[src/rtl/iritt_pkg.sv]
package iritt_pkg;

    // Item kinds on the input stream
    typedef enum logic [1:0] {
        ACT_ALLOC    = 2'd0,
        ACT_RESPONSE = 2'd1,
        ACT_RELEASE  = 2'd2
    } action_t;

    // Result outcome codes
    typedef enum logic [3:0] {
        OUT_OK           = 4'd0,
        OUT_NO_FREE_TAG  = 4'd1,
        OUT_BAD_REQ_LEN  = 4'd2,
        OUT_TAG_RANGE    = 4'd3,
        OUT_TAG_NOT_BUSY = 4'd4,
        OUT_BAD_RESP_LEN = 4'd5,
        OUT_UNSUPPORTED  = 4'd6,
        OUT_FAILED       = 4'd7,
        OUT_RELEASED     = 4'd8
    } outcome_t;

    // Configuration register indexes
    typedef enum logic [2:0] {
        CFG_ACTIVE_TAGS   = 3'd0,
        CFG_MAX_REQ_LEN   = 3'd1,
        CFG_HEADER_LEN    = 3'd2,
        CFG_MORE_ENTRIES  = 3'd3,
        CFG_UNSUPPORTED   = 3'd4
    } cfg_index_t;

    localparam int CFG_INDEX_W = 3;
    localparam int CFG_DATA_W  = 32;
    localparam int IN_TDATA_W  = 88;
    localparam int OUT_TDATA_W = 16;

    // Reset values of the configuration registers
    localparam logic [6:0]  ACTIVE_TAGS_RST  = 7'd64;
    localparam logic [15:0] MAX_REQ_LEN_RST  = 16'd4096;
    localparam logic [7:0]  HEADER_LEN_RST   = 8'd24;
    localparam logic [31:0] MORE_ENTRIES_RST = 32'd0;
    localparam logic [31:0] UNSUPPORTED_RST  = 32'd0;

    typedef struct packed {
        logic [6:0]  active_tags;
        logic [15:0] max_request_len;
        logic [7:0]  header_len;
        logic [31:0] more_entries_code;
        logic [31:0] unsupported_code;
    } cfg_t;

    typedef struct packed {
        action_t     action;
        logic [15:0] tag;
        logic [15:0] length;
        logic [15:0] capacity;
        logic [31:0] device_status;
    } item_t;

    typedef struct packed {
        logic [5:0] result_tag;
        outcome_t   outcome;
    } result_t;

endpackage

[src/rtl/inflight_request_tag_tracker.sv]
// Request tag tracker. Each item on the s_ stream is an allocate, a response check
// or a release; each yields one result item on the m_ stream (action code 3 yields
// none). One item is accepted every cycle while results are taken; an accepted item
// passes the input register and then the result register before its result is
// presented on the m_ stream. The capacity table is read at the incoming tag as the
// item enters the input register, and from there the lowest-free-tag search and the
// checks run into the result register. A result that is not taken holds the item
// behind it in the input register, so at most two items are in flight before the
// input stalls. The capacity table is a TAG_COUNT-entry memory read at the incoming
// tag; it needs no clearing after reset, since only busy tags are ever checked
// against it. Configuration registers are written through cfg_we/cfg_index/cfg_data
// and must only be changed while no item is in flight.
module inflight_request_tag_tracker #(
    parameter int TAG_COUNT = 64
) (
    input  logic                               clk,
    input  logic                               rst_n,
    // Configuration write port
    input  logic                               cfg_we,
    input  logic [iritt_pkg::CFG_INDEX_W-1:0]  cfg_index,
    input  logic [iritt_pkg::CFG_DATA_W-1:0]   cfg_data,
    // Input items
    input  logic                               s_tvalid,
    output logic                               s_tready,
    // action[1:0], tag[17:2], length[33:18], capacity[49:34], device_status[81:50]
    input  logic [iritt_pkg::IN_TDATA_W-1:0]   s_tdata,
    // Result items
    output logic                               m_tvalid,
    input  logic                               m_tready,
    // result_tag[5:0], outcome[9:6]
    output logic [iritt_pkg::OUT_TDATA_W-1:0]  m_tdata
);

    import iritt_pkg::*;

    localparam int IW = (TAG_COUNT > 1) ? $clog2(TAG_COUNT) : 1;

    cfg_t          cfg_reg;
    item_t         item_reg;
    item_t         item_in;
    logic          item_valid_reg;
    result_t       res_reg;
    logic          res_valid_reg;
    result_t       res;
    logic          has_result;
    logic          out_free;
    logic          item_adv;
    logic          accept;
    logic [15:0]   cap_rd;
    logic          cap_we;
    logic [IW-1:0] cap_waddr;
    logic [15:0]   cap_wdata;

    // Configuration registers
    always_ff @(posedge clk or negedge rst_n)
    begin
        if (!rst_n)
        begin
            cfg_reg.active_tags       <= ACTIVE_TAGS_RST;
            cfg_reg.max_request_len   <= MAX_REQ_LEN_RST;
            cfg_reg.header_len        <= HEADER_LEN_RST;
            cfg_reg.more_entries_code <= MORE_ENTRIES_RST;
            cfg_reg.unsupported_code  <= UNSUPPORTED_RST;
        end
        else if (cfg_we)
        begin
            case (cfg_index)
                CFG_ACTIVE_TAGS:  cfg_reg.active_tags       <= cfg_data[6:0];
                CFG_MAX_REQ_LEN:  cfg_reg.max_request_len   <= cfg_data[15:0];
                CFG_HEADER_LEN:   cfg_reg.header_len        <= cfg_data[7:0];
                CFG_MORE_ENTRIES: cfg_reg.more_entries_code <= cfg_data;
                CFG_UNSUPPORTED:  cfg_reg.unsupported_code  <= cfg_data;
                default:          ;
            endcase
        end
    end

    // Unpack the incoming item
    assign item_in.action        = action_t'(s_tdata[1:0]);
    assign item_in.tag           = s_tdata[17:2];
    assign item_in.length        = s_tdata[33:18];
    assign item_in.capacity      = s_tdata[49:34];
    assign item_in.device_status = s_tdata[81:50];

    // Handshake: the held item moves on when the result register can take it, or when it yields no result
    assign out_free = !res_valid_reg || m_tready;
    assign item_adv = item_valid_reg && (!has_result || out_free);
    assign s_tready = !item_valid_reg || item_adv;
    assign accept   = s_tvalid && s_tready;

    // Input register
    always_ff @(posedge clk or negedge rst_n)
    begin
        if (!rst_n)
        begin
            item_valid_reg <= 1'b0;
        end
        else if (s_tready)
        begin
            item_valid_reg <= s_tvalid;
        end
    end

    always_ff @(posedge clk)
    begin
        if (accept)
        begin
            item_reg <= item_in;
        end
    end

    // Capacity table, read at the incoming tag
    iritt_cap_ram #(
        .DEPTH (TAG_COUNT)
    ) u_cap_ram (
        .clk   (clk),
        .we    (cap_we),
        .waddr (cap_waddr),
        .wdata (cap_wdata),
        .re    (accept),
        .raddr (item_in.tag[IW-1:0]),
        .rdata (cap_rd)
    );

    // Tag search, busy map and checks
    iritt_tag_ctrl #(
        .TAG_COUNT (TAG_COUNT)
    ) u_tag_ctrl (
        .clk        (clk),
        .rst_n      (rst_n),
        .upd_en     (item_adv),
        .item       (item_reg),
        .cfg        (cfg_reg),
        .cap_rd     (cap_rd),
        .has_result (has_result),
        .res        (res),
        .cap_we     (cap_we),
        .cap_waddr  (cap_waddr),
        .cap_wdata  (cap_wdata)
    );

    // Result register
    always_ff @(posedge clk or negedge rst_n)
    begin
        if (!rst_n)
        begin
            res_valid_reg <= 1'b0;
        end
        else if (out_free)
        begin
            res_valid_reg <= item_adv && has_result;
        end
    end

    always_ff @(posedge clk)
    begin
        if (out_free && item_adv && has_result)
        begin
            res_reg <= res;
        end
    end

    assign m_tvalid = res_valid_reg;
    assign m_tdata  = {6'd0, res_reg.outcome, res_reg.result_tag};

endmodule

[src/rtl/iritt_cap_ram.sv]
module iritt_cap_ram #(
    parameter int DEPTH = 64
) (
    input  logic                                       clk,
    input  logic                                       we,
    input  logic [((DEPTH > 1) ? $clog2(DEPTH) : 1)-1:0] waddr,
    input  logic [15:0]                                wdata,
    input  logic                                       re,
    input  logic [((DEPTH > 1) ? $clog2(DEPTH) : 1)-1:0] raddr,
    output logic [15:0]                                rdata
);

    logic [15:0] mem [DEPTH];
    logic [15:0] rdata_reg;

    // Write port
    always_ff @(posedge clk)
    begin
        if (we)
        begin
            mem[waddr] <= wdata;
        end
    end

    // Registered read; a write to the same entry in the same cycle is passed through
    always_ff @(posedge clk)
    begin
        if (re)
        begin
            if (we && (waddr == raddr))
            begin
                rdata_reg <= wdata;
            end
            else
            begin
                rdata_reg <= mem[raddr];
            end
        end
    end

    assign rdata = rdata_reg;

endmodule

[src/rtl/iritt_tag_ctrl.sv]
module iritt_tag_ctrl #(
    parameter int TAG_COUNT = 64
) (
    input  logic                                               clk,
    input  logic                                               rst_n,
    input  logic                                               upd_en,
    input  iritt_pkg::item_t                                   item,
    input  iritt_pkg::cfg_t                                    cfg,
    input  logic [15:0]                                        cap_rd,
    output logic                                               has_result,
    output iritt_pkg::result_t                                 res,
    output logic                                               cap_we,
    output logic [((TAG_COUNT > 1) ? $clog2(TAG_COUNT) : 1)-1:0] cap_waddr,
    output logic [15:0]                                        cap_wdata
);

    import iritt_pkg::*;

    localparam int IW = (TAG_COUNT > 1) ? $clog2(TAG_COUNT) : 1;

    logic [TAG_COUNT-1:0] busy_map_reg;
    logic [TAG_COUNT-1:0] busy_map_next;
    logic [TAG_COUNT-1:0] free_vec;
    logic                 free_found;
    logic [IW-1:0]        free_idx;
    logic [IW-1:0]        tag_idx;
    logic                 tag_in_range;
    logic                 tag_busy;
    logic                 req_len_bad;
    logic                 resp_len_bad;
    logic                 alloc_ok;
    logic                 release_ok;

    // Tags that may be handed out: idle and below the active limit
    always_comb
    begin
        for (int i = 0; i < TAG_COUNT; i++)
        begin
            free_vec[i] = !busy_map_reg[i] && (32'(i) < 32'(cfg.active_tags));
        end
    end

    // Lowest free tag
    always_comb
    begin
        free_found = 1'b0;
        free_idx   = '0;
        for (int i = TAG_COUNT - 1; i >= 0; i--)
        begin
            if (free_vec[i])
            begin
                free_found = 1'b1;
                free_idx   = IW'(i);
            end
        end
    end

    // Checks on the tag and lengths of the current item
    assign tag_idx      = item.tag[IW-1:0];
    assign tag_in_range = (item.tag < 16'(TAG_COUNT)) && (item.tag < {9'd0, cfg.active_tags});
    assign tag_busy     = tag_in_range ? busy_map_reg[tag_idx] : 1'b0;
    assign req_len_bad  = (item.length == 16'd0) || (item.length > cfg.max_request_len);
    assign resp_len_bad = (item.length < {8'd0, cfg.header_len}) || (item.length > cap_rd);

    assign alloc_ok   = (item.action == ACT_ALLOC) && free_found && !req_len_bad;
    assign release_ok = (item.action == ACT_RELEASE) && tag_in_range;

    // Outcome of the current item
    always_comb
    begin
        has_result     = 1'b1;
        res.result_tag = 6'(item.tag);
        res.outcome    = OUT_OK;
        case (item.action)
            ACT_ALLOC:
            begin
                if (!free_found)
                begin
                    res.result_tag = 6'd0;
                    res.outcome    = OUT_NO_FREE_TAG;
                end
                else
                begin
                    res.result_tag = 6'(free_idx);
                    res.outcome    = req_len_bad ? OUT_BAD_REQ_LEN : OUT_OK;
                end
            end
            ACT_RESPONSE:
            begin
                if (!tag_in_range)
                begin
                    res.outcome = OUT_TAG_RANGE;
                end
                else if (!tag_busy)
                begin
                    res.outcome = OUT_TAG_NOT_BUSY;
                end
                else if (resp_len_bad)
                begin
                    res.outcome = OUT_BAD_RESP_LEN;
                end
                else if ((item.device_status == 32'd0) ||
                         (item.device_status == cfg.more_entries_code))
                begin
                    res.outcome = OUT_OK;
                end
                else if (item.device_status == cfg.unsupported_code)
                begin
                    res.outcome = OUT_UNSUPPORTED;
                end
                else
                begin
                    res.outcome = OUT_FAILED;
                end
            end
            ACT_RELEASE:
            begin
                res.outcome = tag_in_range ? OUT_RELEASED : OUT_TAG_RANGE;
            end
            default:
            begin
                has_result = 1'b0;
            end
        endcase
    end

    // Capacity is recorded for every granted tag
    assign cap_we    = upd_en && alloc_ok;
    assign cap_waddr = free_idx;
    assign cap_wdata = item.capacity;

    // Busy map update
    always_comb
    begin
        busy_map_next = busy_map_reg;
        if (upd_en && alloc_ok)
        begin
            busy_map_next[free_idx] = 1'b1;
        end
        if (upd_en && release_ok)
        begin
            busy_map_next[tag_idx] = 1'b0;
        end
    end

    always_ff @(posedge clk or negedge rst_n)
    begin
        if (!rst_n)
        begin
            busy_map_reg <= '0;
        end
        else
        begin
            busy_map_reg <= busy_map_next;
        end
    end

    // A granted tag is busy from the next cycle on
    assert property (@(posedge clk) disable iff (!rst_n)
        (upd_en && alloc_ok) |=> busy_map_reg[$past(free_idx)])
        else $error("granted tag not marked busy");

    // A release within range leaves the tag idle
    assert property (@(posedge clk) disable iff (!rst_n)
        (upd_en && release_ok) |=> !busy_map_reg[$past(tag_idx)])
        else $error("released tag still busy");

    // Capacity is only ever written for a tag that was idle
    assert property (@(posedge clk) disable iff (!rst_n)
        cap_we |-> !busy_map_reg[cap_waddr])
        else $error("capacity written for a busy tag");

endmodule

[config.mk]
export PLATFORM = sky130hd
export DESIGN_NAME = inflight_request_tag_tracker
export DESIGN_NICKNAME = d
export VERILOG_FILES = /design/src/rtl/iritt_pkg.sv /design/src/rtl/inflight_request_tag_tracker.sv /design/src/rtl/iritt_cap_ram.sv /design/src/rtl/iritt_tag_ctrl.sv
export SDC_FILE = /design/constraint.sdc
export NUM_CORES = 1
export LEC_CHECK = 0
export CORE_MARGIN = 1
export CORE_UTILIZATION = 30
export DETAILED_ROUTE_END_ITERATION = 8
export DONT_BUFFER_PORTS = 1
export SETUP_SLACK_MARGIN = 0.2
export SYNTH_ARGS = -nofsm -noshare
export SYNTH_HDL_FRONTEND = slang
export SYNTH_HIERARCHICAL = 1
export SYNTH_SLANG_ARGS = --single-unit
[constraint.sdc]
create_clock -name clk -period 13.53 [get_ports clk]
set_input_delay 2.0295 -clock clk [delete_from_list [all_inputs] [get_ports clk]]
set_output_delay 2.0295 -clock clk [all_outputs]
set_load 0.02 [all_outputs]
==> impl_metrics.json <==
{
  "status": "finished, final reports clean",
  "cts_setup_buffers": 0,
  "num_vias": 31800,
  "routed_wl_um": 151000,
  "rsz0062_at_grt": "false",
  "slowest_stage": "dfrtp_1",
  "core-area_sq_um": 184000,
  "synthTopCellsByArea": "edfxtp_1 61%, dfrtp_1 7.1%, mux2i_1 6.3%",
  "worst_setup_path_end_kind": "register",
  "slowest_delay_ns": 1.08,
  "synth.distinct_cells": 117,
  "min_period_ns": 6.75,
  "drv_slew": 0,
  "power_density_nw_per_um2": 144,
  "dp_hpwl_um": 92200,
  "synth_area_per_cell_sq_um": 16.0,
  "layout_common_cells": "1132 x edfxtp_1, 350 x mux2i_1, 159 x a22oi_1",
  "hold_buffers": 0,
  "critPathMaxFanout": 28,
  "worstPathCellList": "nand2_1 -> a211oi_1 -> nor2_1 -> o31a_1 -> o211ai_1 -> a221oi_4 -> o21ai_1 -> inv_1 -> xnor2_1 -> nand4_1 -> nor4_4 -> buf_4 -> nor2b_1 -> nand3_1 -> nand2_1",
  "clk_pin_slew_worst_paths_ns": 0.06,
  "grt_pass1_vias": 30900,
  "netlist_area_sq_um": 55600,
  "hold_class": "reg -> reg",
  "required_ns": 14.13,
  "dieArea_sq_um": 187000,
  "grt_pass1_wl_um": 219000,
  "maxCapViolations": 0,
  "firstDrtPassIters": 5,
  "final_common_cell": "edfxtp_1",
  "cts_tree": "built",
  "ir_worst_vdd_mv": 0.130,
  "crit_top_cell": "nand2_1",
  "crit_family": "simple AND/OR/NAND/NOR gates",
  "gp_congestion": 0.922,
  "timing.hold.ws_ns": 0.486,
  "holdPathStages": 1,
  "cp.depth": 15,
  "cp_num_buf_inv": 2,
  "rows": 157,
  "yosysSeqAreaShare_pct": 68.3,
  "via_per_inst": 5.22,
  "async_reset_ff_share_pct": 12.5,
  "grt_usage_pct": 15.9,
  "cts_root_buf": "clkbuf_16",
  "synth_seq_cells": 1293,
  "clock_latency_ns": 0.77,
  "antenna_left": 0,
  "criticalPathCategory": "reg -> reg",
  "setup_violations": 0,
  "wl_per_cell_um": 24.9,
  "leakage_nw": 21.9,
  "finalCritPeriodShare_pct": 49.9,
  "yosysWarnings": 6,
  "fp.dieW_um": 433,
  "ios": 146,
  "final_nets": 3689,
  "drive_above_1_share_pct": 15.9,
  "area_delta_synth_final_pct": 12.8,
  "clock_skew_ns": 0.0324,
  "start_kind": "register",
  "synth_edf_count": 1132,
  "grt_overflow": 0,
  "fmax_mhz": 148,
  "cp_data_arrival_time_ns": 7.35,
  "cts.sink_count": 1293,
  "start_util_pct": 30.3,
  "nFillCells": 17500,
  "reg2reg_depth": 15,
  "worstMarginPinSlew_ns": 1.25,
  "fin_tns_setup_ns": 0,
  "dominantRegCellSynth": "edfxtp_1",
  "port_buffers": 0,
  "die_height_um": 433,
  "synth_top_area_cell": "edfxtp_1",
  "cts_buffer_depth": 3,
  "synthCells": 3471,
  "largest_reg_flops": 1024,
  "grt_max_degree": 413,
  "finalHoldViolations": 0,
  "cts-htree-levels": 4,
  "netlist.area_leader.share_pct": 61.1,
  "cts_buffers": 136,
  "relSlewSlack_pct": 16.5,
  "drt-initial-drc-count": 3204,
  "antenna_found_initial": 6,
  "drcViolationCount": 0,
  "cts_resized": 0
}
-- worst paths after layout --
path	slack, ns	startpoint	to
min	0.49	cfg_reg[86]	cfg_reg[86]
max	6.78	cfg_reg[90]	u_cap_ram/rdata[12]
min in group asynchronous	1.00	rst_n	m_tvalid
min reg2reg	0.49	cfg_reg[86]	cfg_reg[86]
max in group asynchronous	12.04	rst_n	cfg_reg[88]
max reg2reg	6.78	cfg_reg[90]	u_cap_ram/rdata[12]
-- cell usage after synthesis (all sizes together) (11+ instances only) --
cell	count
edfxtp	1132
mux2i	350
a22oi	163
buf	161
dfrtp	157
nand2	152
nor2	133
a21oi	118
mux2	100
mux4	99
nand3	86
inv	79
o21ai	70
clkbuf	55
ha	45
nor4	41
nand4	40
xnor2	35
xor2	35
o211a	24
a221oi	23
nor3	23
o22ai	23
a211oi	22
o21bai	21
a21o	20
o21a	18
o221a	17
a32oi	16
nand2b	14
nor2b	14
a31oi	12
o31ai	11
-- worst reg2reg max path, stage by stage, from the launching register on --
cell and delay, ns:
dfrtp_1 1.08, nand2_1 0.55, a211oi_1 0.47, nor2_1 0.09, o31a_1 0.30, o211ai_1 0.48
a221oi_4 0.16, o21ai_1 0.66, inv_1 0.48, xnor2_1 0.24, nand4_1 0.15, nor4_4 0.05
buf_4 0.22, nor2b_1 0.98, nand3_1 0.46, nand2_1 0.21
-- where the power goes --
| group | leakage (nW) | switching [mW] | internal (mW) |
|---|---|---|---|
| combinational | 7.50 | 0.554 | 0.324 |
| sequential | 12.3 | 0.0972 | 4.46 |
| clock | 2.11 | 1.56 | 2.08 |
-- metrics by stage --
step	util (%)	instances	setup WS (ns)	instance area (sq um)	power [mW]
2_1_floorplan	-	3476	8.18	55700	5.23
3_3_place_gp	31.8	5839	6.89	58400	5.46
5_1_grt	34.2	6091	6.65	62800	9.36
4_1_cts	34.1	6088	6.78	62700	9.10
6_report	34.2	6092	6.78	62800	9.07
3_5_place_dp	31.8	5839	6.79	58400	5.47
-- area by class of cell --
cell class / instances / area, sq um / area share [%]
Sequential cell: 1293 / 38000 / 60.6
Timing Repair Buffer: 118 / 946 / 1.51
Clock buffer: 177 / 3660 / 5.83
Tap cell: 2464 / 3080 / 4.91
Clock inverter: 72 / 673 / 1.07
Antenna cell: 1 / 2.50 / 0.00399
Multi-Input combinational cell: 1887 / 16100 / 25.6
Inverter: 80 / 300 / 0.478
-- routing by layer --
metal	routed length [um]	track usage, %	up-vias
met2	71100	25.3	1219
met1	66700	22.3	16400
met4	3500	4.12	2
met5	13	0	-
li1	-	-	13900
met3	10100	2.87	243
-- logic make-up (layout without fill, tap and decap cells) --
logic type,count (synthesis),after routing,share of synthesized area [%]
flip-flops,1293,1293,68.3
buffers and inverters,296,447,2.95
multiplexers,549,549,12.6
AO/OA/AOI/OAI,638,638,8.48
adder cells (fa/ha/maj),48,48,1.07
AND/OR/NAND/NOR,576,576,5.43
other,1,7,0.00674
XOR/XNOR,70,70,1.10
Note: power is estimated with default switching activity, not from simulation.
